[src/rtl/core/lct_pkg.sv]
package lct_pkg;

    // Item kinds
    localparam logic [1:0] MODE_TICK  = 2'd0;
    localparam logic [1:0] MODE_READ  = 2'd1;
    localparam logic [1:0] MODE_WRITE = 2'd2;

    // Register byte offsets (low two bits are ignored on decode)
    localparam logic [4:0] OFS_LOAD_LO = 5'h00;
    localparam logic [4:0] OFS_LOAD_HI = 5'h04;
    localparam logic [4:0] OFS_CUR_LO  = 5'h08;
    localparam logic [4:0] OFS_CUR_HI  = 5'h0c;
    localparam logic [4:0] OFS_CTRL_A  = 5'h10;
    localparam logic [4:0] OFS_STATUS  = 5'h18;
    localparam logic [4:0] OFS_CTRL_B  = 5'h1c;
    localparam logic [4:0] OFS_MASK    = 5'h1c;

    // Control word bit positions
    localparam int CTRL_EN_BIT     = 0;
    localparam int CTRL_USER_BIT   = 1;
    localparam int CTRL_UNMASK_BIT = 2;
    localparam int CTRL_W          = 3;

    // Configuration register indexes
    localparam logic CFG_IDX_CTRL_ALT = 1'b0;

    typedef struct packed {
        logic [1:0]  mode;
        logic [4:0]  offset;
        logic [31:0] write_data;
    } t_item;

    typedef struct packed {
        logic [31:0] read_data;
        logic        irq_line;
    } t_result;

endpackage

[src/rtl/core/load_count_timer_peripheral_top.sv]
// 64-bit up-counting timer behind a small register file. Each request on the
// input channel is a tick, a register read or a register write; each yields
// exactly one result carrying read data (0 unless a read) and the masked
// interrupt line as it stands after the request. Requests pass an input
// register, are applied to the timer state (a 64-bit increment and compare)
// as they leave it, and land in an output register, which drives the result:
// one request per cycle is sustained while the output is not stalled. The APB
// port holds the control-word placement bit; the user writes it only while no
// request is in flight, which the block itself does not enforce.
module load_count_timer_peripheral_top (
    input  logic        i_clk,
    input  logic        i_rst_n,
    // request channel
    input  logic        i_in_valid,
    output logic        o_in_stall,
    input  logic [1:0]  i_mode,
    input  logic [4:0]  i_offset,
    input  logic [31:0] i_write_data,
    // result channel
    output logic        o_out_valid,
    input  logic        i_out_stall,
    output logic [31:0] o_read_data,
    output logic        o_irq_line,
    // configuration
    input  logic        psel,
    input  logic        penable,
    input  logic        pwrite,
    input  logic [2:0]  paddr,
    input  logic [31:0] pwdata,
    output logic [31:0] prdata,
    output logic        pready
);

    logic             r_in_valid;
    lct_pkg::t_item   r_in;
    logic             r_out_valid;
    lct_pkg::t_result r_out;

    logic             ctrl_alt;
    logic             advance;
    logic             in_load;
    lct_pkg::t_result result;

    lct_apb u_apb (
        .i_clk      (i_clk),
        .i_rst_n    (i_rst_n),
        .psel       (psel),
        .penable    (penable),
        .pwrite     (pwrite),
        .paddr      (paddr),
        .pwdata     (pwdata),
        .prdata     (prdata),
        .pready     (pready),
        .o_ctrl_alt (ctrl_alt)
    );

    // Handshake: the stage moves when the output register is free or drains
    assign advance    = r_in_valid && (!r_out_valid || !i_out_stall);
    assign o_in_stall = r_in_valid && !advance;
    assign in_load    = i_in_valid && !o_in_stall;

    lct_core u_core (
        .i_clk      (i_clk),
        .i_rst_n    (i_rst_n),
        .i_fire     (advance),
        .i_item     (r_in),
        .i_ctrl_alt (ctrl_alt),
        .o_result   (result)
    );

    // Input register
    always_ff @(posedge i_clk) begin
        if (!i_rst_n) begin
            r_in_valid <= 1'b0;
        end else if (in_load) begin
            r_in_valid <= 1'b1;
        end else if (advance) begin
            r_in_valid <= 1'b0;
        end
    end

    always_ff @(posedge i_clk) begin
        if (in_load) begin
            r_in.mode       <= i_mode;
            r_in.offset     <= i_offset;
            r_in.write_data <= i_write_data;
        end
    end

    // Output register
    always_ff @(posedge i_clk) begin
        if (!i_rst_n) begin
            r_out_valid <= 1'b0;
        end else if (advance) begin
            r_out_valid <= 1'b1;
        end else if (!i_out_stall) begin
            r_out_valid <= 1'b0;
        end
    end

    always_ff @(posedge i_clk) begin
        if (advance) begin
            r_out <= result;
        end
    end

    assign o_out_valid = r_out_valid;
    assign o_read_data = r_out.read_data;
    assign o_irq_line  = r_out.irq_line;

endmodule

[src/rtl/core/lct_apb.sv]
module lct_apb (
    input  logic        i_clk,
    input  logic        i_rst_n,
    input  logic        psel,
    input  logic        penable,
    input  logic        pwrite,
    input  logic [2:0]  paddr,
    input  logic [31:0] pwdata,
    output logic [31:0] prdata,
    output logic        pready,
    output logic        o_ctrl_alt
);

    logic r_ctrl_alt;
    logic n_ctrl_alt;
    logic hit;

    // Only word 0 is backed; byte lanes within the word are ignored
    assign hit = (paddr[2] == lct_pkg::CFG_IDX_CTRL_ALT);

    always_comb begin
        n_ctrl_alt = r_ctrl_alt;
        if (psel && penable && pwrite && hit) begin
            n_ctrl_alt = pwdata[0];
        end
    end

    always_ff @(posedge i_clk) begin
        if (!i_rst_n) begin
            r_ctrl_alt <= 1'b0;
        end else begin
            r_ctrl_alt <= n_ctrl_alt;
        end
    end

    assign prdata     = hit ? {31'd0, r_ctrl_alt} : 32'd0;
    assign pready     = 1'b1;
    assign o_ctrl_alt = r_ctrl_alt;

endmodule

[src/rtl/core/lct_core.sv]
module lct_core (
    input  logic                i_clk,
    input  logic                i_rst_n,
    input  logic                i_fire,
    input  lct_pkg::t_item      i_item,
    input  logic                i_ctrl_alt,
    output lct_pkg::t_result    o_result
);

    logic [63:0]                r_count;
    logic [63:0]                n_count;
    logic [63:0]                r_load;
    logic [63:0]                n_load;
    logic [lct_pkg::CTRL_W-1:0] r_ctrl;
    logic [lct_pkg::CTRL_W-1:0] n_ctrl;
    logic                       r_pending;
    logic                       n_pending;

    logic [4:0]  ofs;
    logic [4:0]  ctrl_ofs;
    logic [63:0] count_inc;
    logic        at_load;
    logic [31:0] rd;

    assign ofs       = i_item.offset & lct_pkg::OFS_MASK;
    assign ctrl_ofs  = i_ctrl_alt ? lct_pkg::OFS_CTRL_B : lct_pkg::OFS_CTRL_A;
    assign count_inc = r_count + 64'd1;
    assign at_load   = (r_count == r_load);

    // Next state and read data for the request in the input register
    always_comb begin
        n_count   = r_count;
        n_load    = r_load;
        n_ctrl    = r_ctrl;
        n_pending = r_pending;
        rd        = 32'd0;
        case (i_item.mode)
            lct_pkg::MODE_TICK: begin
                if (r_ctrl[lct_pkg::CTRL_EN_BIT]) begin
                    if (at_load) begin
                        // free-running restarts, user mode holds
                        if (!r_ctrl[lct_pkg::CTRL_USER_BIT]) begin
                            n_count = 64'd0;
                            if (r_load == 64'd0) begin
                                n_pending = 1'b1;
                            end
                        end
                    end else begin
                        n_count = count_inc;
                        if (count_inc == r_load) begin
                            n_pending = 1'b1;
                        end
                    end
                end
            end
            lct_pkg::MODE_READ: begin
                if (ofs == ctrl_ofs) begin
                    rd = {{(32-lct_pkg::CTRL_W){1'b0}}, r_ctrl};
                end else begin
                    case (ofs)
                        lct_pkg::OFS_LOAD_LO: rd = r_load[31:0];
                        lct_pkg::OFS_LOAD_HI: rd = r_load[63:32];
                        lct_pkg::OFS_CUR_LO:  rd = r_count[31:0];
                        lct_pkg::OFS_CUR_HI:  rd = r_count[63:32];
                        lct_pkg::OFS_STATUS:  rd = {31'd0, r_pending};
                        default:              rd = 32'd0;
                    endcase
                end
            end
            lct_pkg::MODE_WRITE: begin
                if (ofs == ctrl_ofs) begin
                    n_ctrl = i_item.write_data[lct_pkg::CTRL_W-1:0];
                    // rising enable clears the counter
                    if (i_item.write_data[lct_pkg::CTRL_EN_BIT]
                        && !r_ctrl[lct_pkg::CTRL_EN_BIT]) begin
                        n_count = 64'd0;
                    end
                end else begin
                    case (ofs)
                        lct_pkg::OFS_LOAD_LO: n_load = {r_load[63:32], i_item.write_data};
                        lct_pkg::OFS_LOAD_HI: n_load = {i_item.write_data, r_load[31:0]};
                        lct_pkg::OFS_STATUS: begin
                            if (i_item.write_data[0]) begin
                                n_pending = 1'b0;
                            end
                        end
                        default: ;
                    endcase
                end
            end
            default: ;
        endcase
    end

    // Timer state, updated as the request leaves the input register
    always_ff @(posedge i_clk) begin
        if (!i_rst_n) begin
            r_count   <= 64'd0;
            r_load    <= 64'd0;
            r_ctrl    <= '0;
            r_pending <= 1'b0;
        end else if (i_fire) begin
            r_count   <= n_count;
            r_load    <= n_load;
            r_ctrl    <= n_ctrl;
            r_pending <= n_pending;
        end
    end

    assign o_result.read_data = rd;
    assign o_result.irq_line  = n_pending && n_ctrl[lct_pkg::CTRL_UNMASK_BIT];

endmodule
[config.mk]
export PLATFORM = sky130hd
export DESIGN_NAME = load_count_timer_peripheral_top
export DESIGN_NICKNAME = d
export VERILOG_FILES = /design/src/rtl/core/lct_pkg.sv /design/src/rtl/core/load_count_timer_peripheral_top.sv /design/src/rtl/core/lct_apb.sv /design/src/rtl/core/lct_core.sv
export SDC_FILE = /design/constraint.sdc
export NUM_CORES = 1
export LEC_CHECK = 0
export BUFFER_PORTS_ARGS = -buffer_cell sky130_fd_sc_hd__buf_2
export CAP_MARGIN = 20
export CORE_MARGIN = 1.5
export CORE_UTILIZATION = 45
export DETAILED_ROUTE_END_ITERATION = 10
export PLACE_DENSITY = 0.64
export SLEW_MARGIN = 25
export SYNTH_ARGS = -nofsm -noshare
export SYNTH_HDL_FRONTEND = slang
export SYNTH_SLANG_ARGS = --single-unit
[constraint.sdc]
create_clock -name i_clk -period 3 [get_ports i_clk]
set_input_delay 0.6 -clock i_clk [delete_from_list [all_inputs] [get_ports i_clk]]
set_output_delay 0.6 -clock i_clk [all_outputs]
set_load 0.1 [all_outputs]
After elaboration in Yosys (flattened, before gate mapping)
Index checks and enable logic that the tools add are counted.

operators by class
  add/subtract/negate cells = 1
  equality and inequality tests = 14
  mux-type cells = 26
  bitwise operators = 5
  reductions and logical operators = 24

operators by type and width
  operator                                                number
  2-to-1 mux 64 bit                                       5
  one-hot mux 64 bit (2 select lines)                     2
  one-hot mux 32 bit (5 select lines)                     1
  equality test 64 bit                                    2
  adder 64 x 1 -> 64 bit (second input constant)          1
  zero test 64 bit                                        1
  2-to-1 mux 1 bit                                        13
  AND reduction 5 bit                                     2
  2-to-1 mux 3 bit                                        3
  logical AND 1 bit                                       8
  inequality test 2 x 1 -> 1 bit (second input constant)  4
  equality test 3 x 2 -> 1 bit (second input constant)    2
  AND reduction 6 bit                                     1
  equality test 5 bit                                     1
  zero test 1 bit                                         5
  zero test 5 bit                                         1
  NOT 1 bit                                               5
  2-to-1 mux 4 bit                                        1
  nonzero test 2 bit                                      2
  equality test 3 x 1 -> 1 bit (second input constant)    1
  equality test 3 bit (second input constant)             1
  inequality test 3 bit (second input constant)           1
  AND reduction 3 bit                                     1
  equality test 2 x 1 -> 1 bit (second input constant)    1
  other kinds (5)                                         5

storage, ports and cells
  flip-flop bits (word level) = 207
  bits of input ports = 81
  output and inout bits = 68
  logic and storage cells = 85

Depth between registers and ports, before layout
Gate-level depths: netlist of the first run.

  word-level depth = 8
  gate-level depth with buffers = 12
  depth with buffers taken out = 10

Modules after synthesis
Synthesis of the first run repeated with hierarchy kept, for this count alone.

second synthesis, totals
  cells, all modules = 1357
  area total of the unflattened synthesis = 11898.9 um^2

by module, submodules not included
  module                           times used  cells each  area each (um^2)  seq. area each (um^2)
  lct_core                         1           1237        9337.7            2642.5
  load_count_timer_peripheral_top  1           80          2245.9            2202.1
  lct_apb                          1           40          315.3             20.0

Worst setup path before layout of the first run
Ideal clock, no wire load.

  path kind = register to register
  start = register r_out_valid (netlist: o_out_valid)
  end = register r_in[0] in the netlist's numbering (enable)
  library setup time = 0.435 ns
  arrival time = 3.139 ns
  data required time = 2.565 ns
  path slack = -0.574 ns
  stages on the path, launching flop included = 3
  buffers on the path = 0
  clock period less this slack = 3.574 ns
  cells stage by stage = dfxtp_1 -> and3_1 -> nor2b_1

between the ends
  longest elaborated chain between the ends = 7

RTL lines
  what                    line                                   source
  from (decl)             load_count_timer_peripheral_top.sv:36  logic r_out_valid;
  from (signal assigned)  load_count_timer_peripheral_top.sv:93  r_out_valid <= 1'b0;
  from (signal assigned)  load_count_timer_peripheral_top.sv:95  r_out_valid <= 1'b1;
  from (signal assigned)  load_count_timer_peripheral_top.sv:97  r_out_valid <= 1'b0;
  zero test 1 bit         load_count_timer_peripheral_top.sv:58  assign advance = r_in_valid && (!r_out_valid || !i_out_stall);
  logical OR 1 bit        load_count_timer_peripheral_top.sv:58
  logical AND 1 bit       load_count_timer_peripheral_top.sv:58
  zero test 1 bit         load_count_timer_peripheral_top.sv:59  assign o_in_stall = r_in_valid && !advance;
  logical AND 1 bit       load_count_timer_peripheral_top.sv:59
  named net o_in_stall    load_count_timer_peripheral_top.sv:15  output logic o_in_stall,
  zero test 1 bit         load_count_timer_peripheral_top.sv:60  assign in_load = i_in_valid && !o_in_stall;
  logical AND 1 bit       load_count_timer_peripheral_top.sv:60
  named net in_load       load_count_timer_peripheral_top.sv:41  logic in_load;
  to (decl)               load_count_timer_peripheral_top.sv:35  lct_pkg::t_item r_in;

The timed path passes the listed nets, and every way through them passes these cells.
A chain may end at the register's enable or synchronous reset.

Worst setup path in the final report of the first run
  start = register u_core.r_count[55]
  end = register u_core.r_count[63]

between the ends
  longest elaborated chain between the ends = 4
  elaborated cells between the ends (all ways) = 7
  classes of those cells = 1 x add/sub; 2 x eq/ne; 3 x mux; 1 x reduce/logical

RTL lines
  what                                                                   line                            source
  from (decl)                                                            lct_core.sv:10                  logic [63:0] r_count;
  from (signal assigned)                                                 lct_core.sv:103                 r_count <= n_count;
  adder 64 x 1 -> 64 bit / equality test 64 bit (equally long branches)  lct_core.sv:27, lct_core.sv:28
  2-to-1 mux 64 bit                                                      lct_core.sv:40                  if (at_load) begin
  2-to-1 mux 64 bit                                                      lct_core.sv:39                  if (r_ctrl[lct_pkg::CTRL_EN_BIT]) begin
  one-hot mux 64 bit (2 select lines)                                    lct_core.sv:37                  case (i_item.mode)

Several ways; a longest one is shown, not always the timed one. The select of a mux whose other input is x is not followed.

==> results of run 1 <==
-- layout by cell type, fill, tap and decap left out, types with 26 or more instances in the layout --
cell type  count
buf_4        304
nand2_1      163
dfxtp_1      121
xor2_1       111
nor2_1       101
nand3_1       85
buf_2         81
edfxtp_1      70
a21boi_0      66
a22oi_1       60
nand4_1       50
a21oi_1       45
xnor2_1       40
conb_1        32
nor4_1        30
nor3_1        26
clkbuf_16     26
-- worst register-to-register path, cell delays in order, from the launching register on --
cell and delay (ps):
dfxtp_1 470, xor2_1 620, nor4_2 110, nand4_1 140, nor4_2 60, buf_4 140
a21oi_1 190, or2_2 180, buf_12 280, nor4b_2 480, xnor2_1 180, nor2_1 60
-- routing by layer --
layer  GRT usage  vias to the layer above
met3      0.0720                      122
met5           0                        -
met1       0.491                     5666
met4       0.135                        2
li1            -                     5381
met2       0.526                      635
-- power by group --
| part | total [mW] | switching (mW) | internal (mW) |
|---|---|---|---|
| combinational | 0.606 | 0.488 | 0.118 |
| clock | 3.16 | 1.26 | 1.90 |
| sequential | 2.96 | 0.0334 | 2.93 |
| total | 6.73 | 1.78 | 4.95 |
-- what timing repair did --
item	in CTS	in global routing
pin swaps	3	5
gates resized for setup	20	45
gates cloned	0	1
setup buffers	0	3
setup endpoints to repair	66	66
-- cell families after synthesis --
logic type               Yosys count  synth area share
adder cells (fa/ha/maj)            1           0.00107
flip-flops                       205             0.412
other                              2          0.000644
XOR/XNOR                         154             0.116
buffers and inverters            144            0.0602
multiplexers                       9           0.00794
AND/OR/NAND/NOR                  590             0.260
AO/OA/AOI/OAI                    240             0.143
-- layout make-up --
cell class | instances | area [sq um] | area share
Multi-Input combinational cell | 1026 | 6520 | 0.422
Sequential cell | 205 | 4830 | 0.312
Timing Repair Buffer | 393 | 2830 | 0.183
Tap cell | 330 | 413 | 0.0267
Clock inverter | 12 | 155 | 0.0100
Inverter | 7 | 26.3 | 0.00170
Clock buffer | 34 | 699 | 0.0452
-- worst min-delay path by stage --
stage	endpoint	cells after the start
after detailed placement	u_core.r_load[32]$_SDFFE_PN0P_	2
after floorplan	o_out_valid$_SDFFE_PN0P_	2
after CTS	r_in[4]$_DFFE_PP_	1
final	r_in[3]$_DFFE_PP_	1
after global routing	r_in[4]$_DFFE_PP_	1
after global placement	o_out_valid$_SDFFE_PN0P_	2
-- state kept, by name (all words and copies together), names as in the netlist --
signal,count
o_irq_line,1
u_core.r_pending,1
o_out_valid,1
u_core.r_ctrl,3
u_apb.o_ctrl_alt,1
u_core.r_count,64
r_in,37
o_read_data,32
u_core.r_load,64
r_in_valid,1
-- stage by stage --
step	hold slack [ps]	power [mW]
2_1_floorplan	472	3.49
3_3_place_gp	490	3.60
3_5_place_dp	513	3.61
4_1_cts	215	6.75
5_1_grt	218	6.89
6_report	229	6.73
==> impl_metrics.env, run 1 <==
export IMPL_h_tree_depth=1
export IMPL_wl_met2_um=20300
export IMPL_async_flop_share=0
export IMPL_clock_latency_ps=550
export IMPL_top_layer_used="met5"
export IMPL_fin_tns_setup_ps=-25.7
export IMPL_dpl_cell_area_sq_um=14300
export IMPL_cpMostUsedCell="nor4_2"
export IMPL_wl_met1_um=20600
export IMPL_hold_path_class="input port to flip-flop"
export IMPL_nFillCells=2296
export IMPL_die_h_um=164
export IMPL_status="finished, violations left"
export IMPL_timing_hold_violations_final=0
export IMPL_final_cell_area_sq_um=15500
export IMPL_drtIter0Drc=1497
export IMPL_gp_congestion=1.00
export IMPL_grt_util_all_layers=0.350
export IMPL_nets=1740
export IMPL_ys_types=70
export IMPL_endpoint="u_core.r_count[63]$_SDFFE_PN0P_"
export IMPL_hp_start="i_write_data[3]"
export IMPL_slew_headroom=0.525
export IMPL_worstPathArrival_ps=3470
export IMPL_max_vdd_ir_drop_v=0.000613
export IMPL_reg2reg_from="u_core.r_count[55]$_SDFFE_PN0P_"
export IMPL_clk_pin_slew_ps=60
export IMPL_period_minus_slack_ps=3020
export IMPL_viasPerCell=5.88
export IMPL_cp_cell_sequence="xor2_1 -> nor4_2 -> nand4_1 -> nor4_2 -> buf_4 -> a21oi_1 -> or2_2 -> buf_12 -> nor4b_2 -> xnor2_1 -> nor2_1"
export IMPL_r2r_end="u_core.r_count[63]$_SDFFE_PN0P_"
export IMPL_final_cell_count_no_fill=2007
export IMPL_slowest_stage="xor2_1"
export IMPL_fp_row_count=58
export IMPL_placed_cells=1957
export IMPL_met3_length_um=4630
export IMPL_initial_core_util=0.460
export IMPL_rsz0062_at_grt="true"
export IMPL_tightest_slew_ps=710
export IMPL_die_area_sq_um=26900
export IMPL_clock_skew_ps=18.4
export IMPL_avgRoutedWirePerCell_um=23.7
export IMPL_required_ps=3440
export IMPL_place_hpwl_um=37300
export IMPL_drtAntennaViolNets=0
export IMPL_antenna_found_initial=1
export IMPL_fin_ws_ps=-22.5
export IMPL_maxSlewViolCount=0
export IMPL_synthCells=1345
export IMPL_pin_count=149
export IMPL_end_kind="flip-flop"
export IMPL_cap_violations=0
export IMPL_ys_seq_area_frac=0.412
export IMPL_max_stage_delay_ps=610
export IMPL_yosysMostFrequentCell="nand2_1"
export IMPL_synth_top_area_frac=0.232
export IMPL_clock_sinks=205
export IMPL_root_buffer="clkbuf_16"
export IMPL_grt_pass1_vias=11119
export IMPL_pre_cts_ws_ps=-263
export IMPL_drt_first_pass_iters=6
export IMPL_vias=11806
export IMPL_io_buffer_count=81
export IMPL_clock_path_buffers=3
export IMPL_syn_area_sq_um=11700
export IMPL_r2r_slack_ps=-20
export IMPL_synth_area_leader_cell="dfxtp_1"
export IMPL_core_area_sq_um=25300
export IMPL_syn_to_final_growth_pct=32.6
export IMPL_yosys_most_used_dff="dfxtp_1"
export IMPL_drt_drc_violations_left=0
export IMPL_setup_viol=2
export IMPL_path_depth=11
export IMPL_dieWidth_um=164
export IMPL_drive_gt1_frac=0.302
export IMPL_p_leak_nw=6.28
export IMPL_syn_avg_cell_area_sq_um=8.67
export IMPL_cp_top_family="simple AND/OR/NAND/NOR gates"
export IMPL_crit_path_start_kind="flip-flop"
export IMPL_grt_overflow=0
export IMPL_ys_top_cells_by_area="dfxtp_1, edfxtp_1, xor2_1"
export IMPL_crit_type="flip-flop to flip-flop"
export IMPL_rr_worst_depth=11
export IMPL_synthesis_yosys_warnings=0
export IMPL_cp_startpoint="u_core.r_count[55]$_SDFFE_PN0P_"
export IMPL_power_density_nw_per_um2=435
export IMPL_holdBufCountCts=0
export IMPL_ys_seq_elements=205
export IMPL_cp_max_fo=56
export IMPL_fmax_mhz=331
export IMPL_grt_first_pass_wirelength_um=69400
export IMPL_cts_tree="built"
export IMPL_post_route_util=0.611
export IMPL_synth_common_cells="nand2_1, dfxtp_1, xor2_1, nor2_1, nand3_1"
export IMPL_antennaDiodeCount=0
export IMPL_cts_buffers=25
export IMPL_drt_wl_total_um=47600
export IMPL_fin_crit_sh=1.01
export IMPL_violations="negative setup slack"
export IMPL_grt_start_max_net_pins=57
export IMPL_path_buf_inv=2
export IMPL_synth_edf_count=70
Power figures use the tool's default switching activity.
==> inputs of run 2 (changes only) <==
SYNTH_HIERARCHICAL = 1   (was default)
==> run 2 against run 1 <==
The flow still finishes with violations (negative setup slack). Synthesized cell count up 0.74%. Cell count down 3.6%. Design area is 2.9% lower. Sequential share of layout area increased by 0.89 points. Clock power is 6.6% lower. Count of clock-buffer cells in the layout up 2. Setup slack gained 16 ps. First-iteration DRC count grew 2.3%. Area after synthesis is 1.5% higher. Core utilization fell by 3.1 points.
==> impl_metrics.env, run 2 <==
export IMPL_place_hpwl_um=35200
export IMPL_drtIter0Drc=1532
export IMPL_syn_area_sq_um=11800
export IMPL_crit_type="flip-flop to flip-flop"
export IMPL_pre_cts_ws_ps=-213
export IMPL_vias=11591
export IMPL_mostFrequentLayoutCell="buf_4"
export IMPL_drt_first_pass_iters=5
export IMPL_worstPathArrival_ps=3390
export IMPL_clockPowerShare=0.455
export IMPL_grt_start_max_net_pins=38
export IMPL_r2r_end="o_irq_line$_DFFE_PP_"
export IMPL_period_minus_slack_ps=3010
export IMPL_drt_drc_violations_left=0
export IMPL_cts_buffers=25
export IMPL_die_h_um=165
export IMPL_dieWidth_um=165
export IMPL_clk_pin_slew_ps=60
export IMPL_gp_congestion=1.04
export IMPL_maxSlewViolCount=0
export IMPL_tightest_slew_ps=705
export IMPL_avgRoutedWirePerCell_um=23.5
export IMPL_p_leak_nw=5.83
export IMPL_die_area_sq_um=27300
export IMPL_grt_util_all_layers=0.334
export IMPL_pwr_share_seq=0.456
export IMPL_hp_start="i_write_data[3]"
export IMPL_drive_gt1_frac=0.268
export IMPL_reg_largest_list="u_core/r_count: 64 flops, u_core/r_load: 64 flops, r_in: 37 flops"
export IMPL_wl_met1_um=19300
export IMPL_reg2reg_from="u_core/r_count[15]$_SDFFE_PN0P_"
export IMPL_antenna_found_initial=0
export IMPL_antennaDiodeCount=0
export IMPL_root_buffer="clkbuf_16"
export IMPL_fp_row_count=59
export IMPL_drtAntennaViolNets=0
export IMPL_core_area_sq_um=25900
export IMPL_power_density_nw_per_um2=432
export IMPL_clock_skew_ps=11.7
export IMPL_max_vdd_ir_drop_v=0.000507
export IMPL_grt_pass1_vias=10831
export IMPL_fin_crit_sh=1.00
export IMPL_end_kind="flip-flop"
export IMPL_cellInternalPower_mw=4.77
export IMPL_combPwrFrac=0.089
export IMPL_initial_core_util=0.457
export IMPL_status="finished, violations left"
export IMPL_synthCells=1355
export IMPL_met3_length_um=4270
export IMPL_timing_hold_violations_final=0
export IMPL_viasPerCell=5.99
export IMPL_clock_latency_ps=530
export IMPL_p_switching_mw=1.72
export IMPL_slew_headroom=0.526
export IMPL_drt_wl_total_um=45400
export IMPL_final_cell_mix="buf_4, nand2_1, dfxtp_1"
export IMPL_r2r_slack_ps=-7
export IMPL_cp_max_fo=7
export IMPL_syn_avg_cell_area_sq_um=8.74
export IMPL_switching_share=0.265
export IMPL_cts_tree="built"
export IMPL_violations="negative setup slack"
export IMPL_fin_ws_ps=-6.95
export IMPL_fin_tns_setup_ps=-6.95
export IMPL_clock_path_buffers=3
export IMPL_fmax_mhz=333
export IMPL_top_layer_used="met4"
export IMPL_wl_met2_um=19600
export IMPL_io_buffer_count=81
export IMPL_holdBufCountCts=0
export IMPL_final_cell_area_sq_um=15000
export IMPL_h_tree_depth=1
export IMPL_min_path_cells=1
export IMPL_cap_violations=0
export IMPL_syn_to_final_growth_pct=26.8
export IMPL_clock_sinks=205
export IMPL_whs_endpoint="r_in[3]$_DFFE_PP_"
export IMPL_post_route_util=0.579
export IMPL_synthesis_yosys_warnings=6
export IMPL_rsz0062_at_grt="true"
export IMPL_required_ps=3390
export IMPL_nets=1664
export IMPL_setup_viol=1
export IMPL_dpl_cell_area_sq_um=13800
export IMPL_grt_overflow=0
export IMPL_grt_first_pass_wirelength_um=67400
export IMPL_pin_count=149
export IMPL_rr_worst_depth=13
export IMPL_power_mw=6.48
export IMPL_hold_path_class="input port to flip-flop"
export IMPL_crit_path_start_kind="flip-flop"
[run 2: layout make-up]
cell class	instances	area, sq um
Clock buffer	36	677
Clock inverter	9	106
Fill cell	2344	10900
Inverter	13	48.8
Multi-Input combinational cell	1017	6620
Sequential cell	205	4820
Tap cell	335	419
Timing Repair Buffer	320	2320
[run 2: how the worst max path moves through the flow]
stage	start	end	slack, ps	cells after the start
after floorplan	o_out_valid$_SDFFE_PN0P_	u_core/r_count[27]$_SDFFE_PN0P_	170	8
after global placement	u_core/r_count[1]$_SDFFE_PN0P_	o_irq_line$_DFFE_PP_	-240	13
after detailed placement	u_core/r_count[1]$_SDFFE_PN0P_	o_irq_line$_DFFE_PP_	-210	13
after CTS	u_core/r_count[30]$_SDFFE_PN0P_	o_irq_line$_DFFE_PP_	3	11
after global routing	u_core/r_count[1]$_SDFFE_PN0P_	o_irq_line$_DFFE_PP_	-70	11
final	u_core/r_count[15]$_SDFFE_PN0P_	o_irq_line$_DFFE_PP_	-7	13
[run 2: metal layers]
layer / track usage / vias up
li1: - / 5253
met2: 0.508 / 678
met5: 0 / -
met4: 0.141 / 0
met3: 0.0465 / 131
met1: 0.472 / 5529
[run 2: repair_timing]
item,4_1_cts,5_1_grt
resized for setup,21,40
endpoints found under the hold margin,0,0
pin swaps,10,21
gates cloned,0,0
setup buffers,6,6
endpoints found under the setup margin,2,43
[run 2: power by group through the flow]
stage,clock [mW],sequential [mW],combinational [mW]
after global placement,0,3.02,0.564
after CTS,2.98,2.96,0.570
final,2.95,2.96,0.575
after global routing,3.08,2.96,0.597
after detailed placement,0,3.02,0.568
after floorplan,0,3.16,0.333
[run 2: per-stage QoR]
step / instances / hold slack (ps)
after floorplan: 1385 / 455
after global placement: 1878 / 485
after detailed placement: 1878 / 483
after CTS: 1929 / 236
after global routing: 1935 / 237
final: 1935 / 244
[run 2: worst max-delay path, stage by stage (launching register included)]
cell	delay, ps
dfxtp_1	330
buf_4	150
buf_6	150
nand2_1	100
nor3_4	230
buf_6	130
nand4_1	190
nor4_4	400
buf_4	190
xnor2_2	120
nand4_1	210
nor4_4	380
a21oi_2	150
nor2_1	100
==> inputs of run 3 (changes only) <==
CORE_MARGIN = 2   (was 1.5)
==> run 3 against run 2 <==
Power up 1.9%. The run still ends with negative setup slack left. Critical path type unchanged. Core utilization up 0.12 points. Sequential power about the same.
==> impl_metrics.env, run 3 (synthesis results as in run 2) <==
export IMPL_reg_largest_list="u_core/r_count: 64 flops, u_core/r_load: 64 flops, r_in: 37 flops"
export IMPL_pin_count=149
export IMPL_placed_cells=1881
export IMPL_worstPathArrival_ps=3430
export IMPL_slowest_stage="dfxtp_1"
export IMPL_drtAntennaViolNets=0
export IMPL_root_buffer="clkbuf_16"
export IMPL_met1_usage=0.467
export IMPL_hold_path_class="input port to flip-flop"
export IMPL_clock_latency_ps=540
export IMPL_path_buf_inv=0
export IMPL_violations="negative setup slack"
export IMPL_rsz0062_at_grt="true"
export IMPL_gp_congestion=1.04
export IMPL_holdBufCountCts=0
export IMPL_slew_headroom=0.550
export IMPL_drive_gt1_frac=0.271
export IMPL_drtIter0Drc=1396
export IMPL_viasPerCell=5.96
export IMPL_syn_to_final_growth_pct=27.1
export IMPL_drt_first_pass_iters=6
export IMPL_final_cell_mix="buf_4, nand2_1, dfxtp_1"
export IMPL_cts_tree="built"
export IMPL_required_ps=3400
export IMPL_maxSlewViolCount=0
export IMPL_drt_wl_total_um=45900
export IMPL_hp_start="i_offset[2]"
export IMPL_multi_input_area_sq_um=6650
export IMPL_crit_path_start_kind="flip-flop"
export IMPL_hold_slack_ps=234
export IMPL_h_tree_depth=1
export IMPL_grt_overflow=0
export IMPL_fin_crit_sh=1.01
export IMPL_mostFrequentLayoutCell="buf_4"
export IMPL_reg2reg_from="u_core/r_count[53]$_SDFFE_PN0P_"
export IMPL_cp_top_family="simple AND/OR/NAND/NOR gates"
export IMPL_nets=1661
export IMPL_die_area_sq_um=27600
export IMPL_cp_max_fo=7
export IMPL_nFillCells=2348
export IMPL_post_route_util=0.581
export IMPL_final_cell_count_no_fill=1933
export IMPL_p_leak_nw=5.79
export IMPL_end_kind="flip-flop"
export IMPL_globalRoute_busiestLayer="met2"
export IMPL_power_mw=6.60
export IMPL_fp_row_count=59
export IMPL_grt_start_max_net_pins=43
export IMPL_avgRoutedWirePerCell_um=23.7
export IMPL_clock_sinks=205
export IMPL_cp_cell_sequence="and3_1 -> nand4_1 -> nor4_1 -> and4_1 -> xnor2_1 -> nand4_1 -> nor4_4 -> a21oi_2 -> nor2_1"
export IMPL_cts_buffers=24
export IMPL_use_met3=0.0522
export IMPL_core_area_sq_um=25900
export IMPL_grt_pass1_vias=10858
export IMPL_grt_util_all_layers=0.323
export IMPL_io_buffer_count=81
export IMPL_die_h_um=166
export IMPL_antenna_found_initial=0
export IMPL_vias=11529
export IMPL_max_vdd_ir_drop_v=0.000572
export IMPL_setup_viol=2
export IMPL_cap_violations=0
export IMPL_cpMostUsedCell="nand4_1"
export IMPL_cp_startpoint="u_core/r_count[53]$_SDFFE_PN0P_"
export IMPL_clock_path_buffers=3
export IMPL_fin_ws_ps=-25.8
export IMPL_clk_pin_slew_ps=60
export IMPL_dieWidth_um=166
export IMPL_clock_skew_ps=13.9
export IMPL_fmax_mhz=330
export IMPL_regArea_sq_um=4820
export IMPL_drt_drc_violations_left=0
export IMPL_crit_type="flip-flop to flip-flop"
export IMPL_grt_util_met2=0.480
export IMPL_initial_core_util=0.457
export IMPL_max_stage_delay_ps=570
export IMPL_timing_hold_violations_final=0
export IMPL_place_hpwl_um=35800
export IMPL_period_minus_slack_ps=3030
export IMPL_status="finished, violations left"
export IMPL_grt_first_pass_wirelength_um=68200
export IMPL_power_density_nw_per_um2=439
export IMPL_tightest_slew_ps=669
[run 3: changes by cell type in the layout (fill, tap and decap cells not counted), sizes merged]
cell	change
diode	+1
bufinv	-1
buf	-2
inv	+2
clkbuf	-2
[run 3: final cells by class]
| class | instances | share of cell area |
|---|---|---|
| flip-flops and latches | 205 | 0.320 |
| diodes | 1 | 0.000166 |
| clock inverters | 10 | 0.00615 |
| multi-input cells | 1017 | 0.442 |
| repair buffers | 318 | 0.151 |
| clock buffers | 34 | 0.0494 |
| well taps | 335 | 0.0279 |
| inverters | 13 | 0.00324 |
[run 3: path summary, 6_finish.rpt]
kind / cells after the start / to / slack, ps
setup / recovery: 9 / o_irq_line$_DFFE_PP_ / -30
hold / removal: 1 / r_in[34]$_DFFE_PP_ / 230
setup reg to reg: 9 / o_irq_line$_DFFE_PP_ / -30
hold reg to reg: 2 / u_apb/o_ctrl_alt$_SDFFE_PN0P_ / 520
[run 3: per-layer routing]
metal | up-vias | part of all wire
met2 | 717 | 0.43
met3 | 136 | 0.11
met1 | 5446 | 0.42
met5 | - | 0
li1 | 5230 | -
met4 | 0 | 0.045
[run 3: through the flow]
step / TNS (ps) / setup slack [ps] / instance area, sq um
global placement: -351 / -184 / 13800
CTS: 0 / 3.55 / 14700
floorplan: 0 / 168 / 12000
global route: -58.6 / -36.9 / 15000
detailed placement: -367 / -204 / 13800
finish: -47.4 / -25.8 / 15000
[run 3: power breakdown]
group          switching, mW  internal [mW]
combinational          0.475         0.0998
clock                   1.24           1.83
sequential            0.0324           2.93
total                   1.75           4.85
[run 3: timing repair]
action / 4_1_cts / 5_1_grt
setup endpoints to repair: 12 / 34
gates resized for setup: 9 / 44
pin swaps: 3 / 16
buffers inserted: 1 / 6
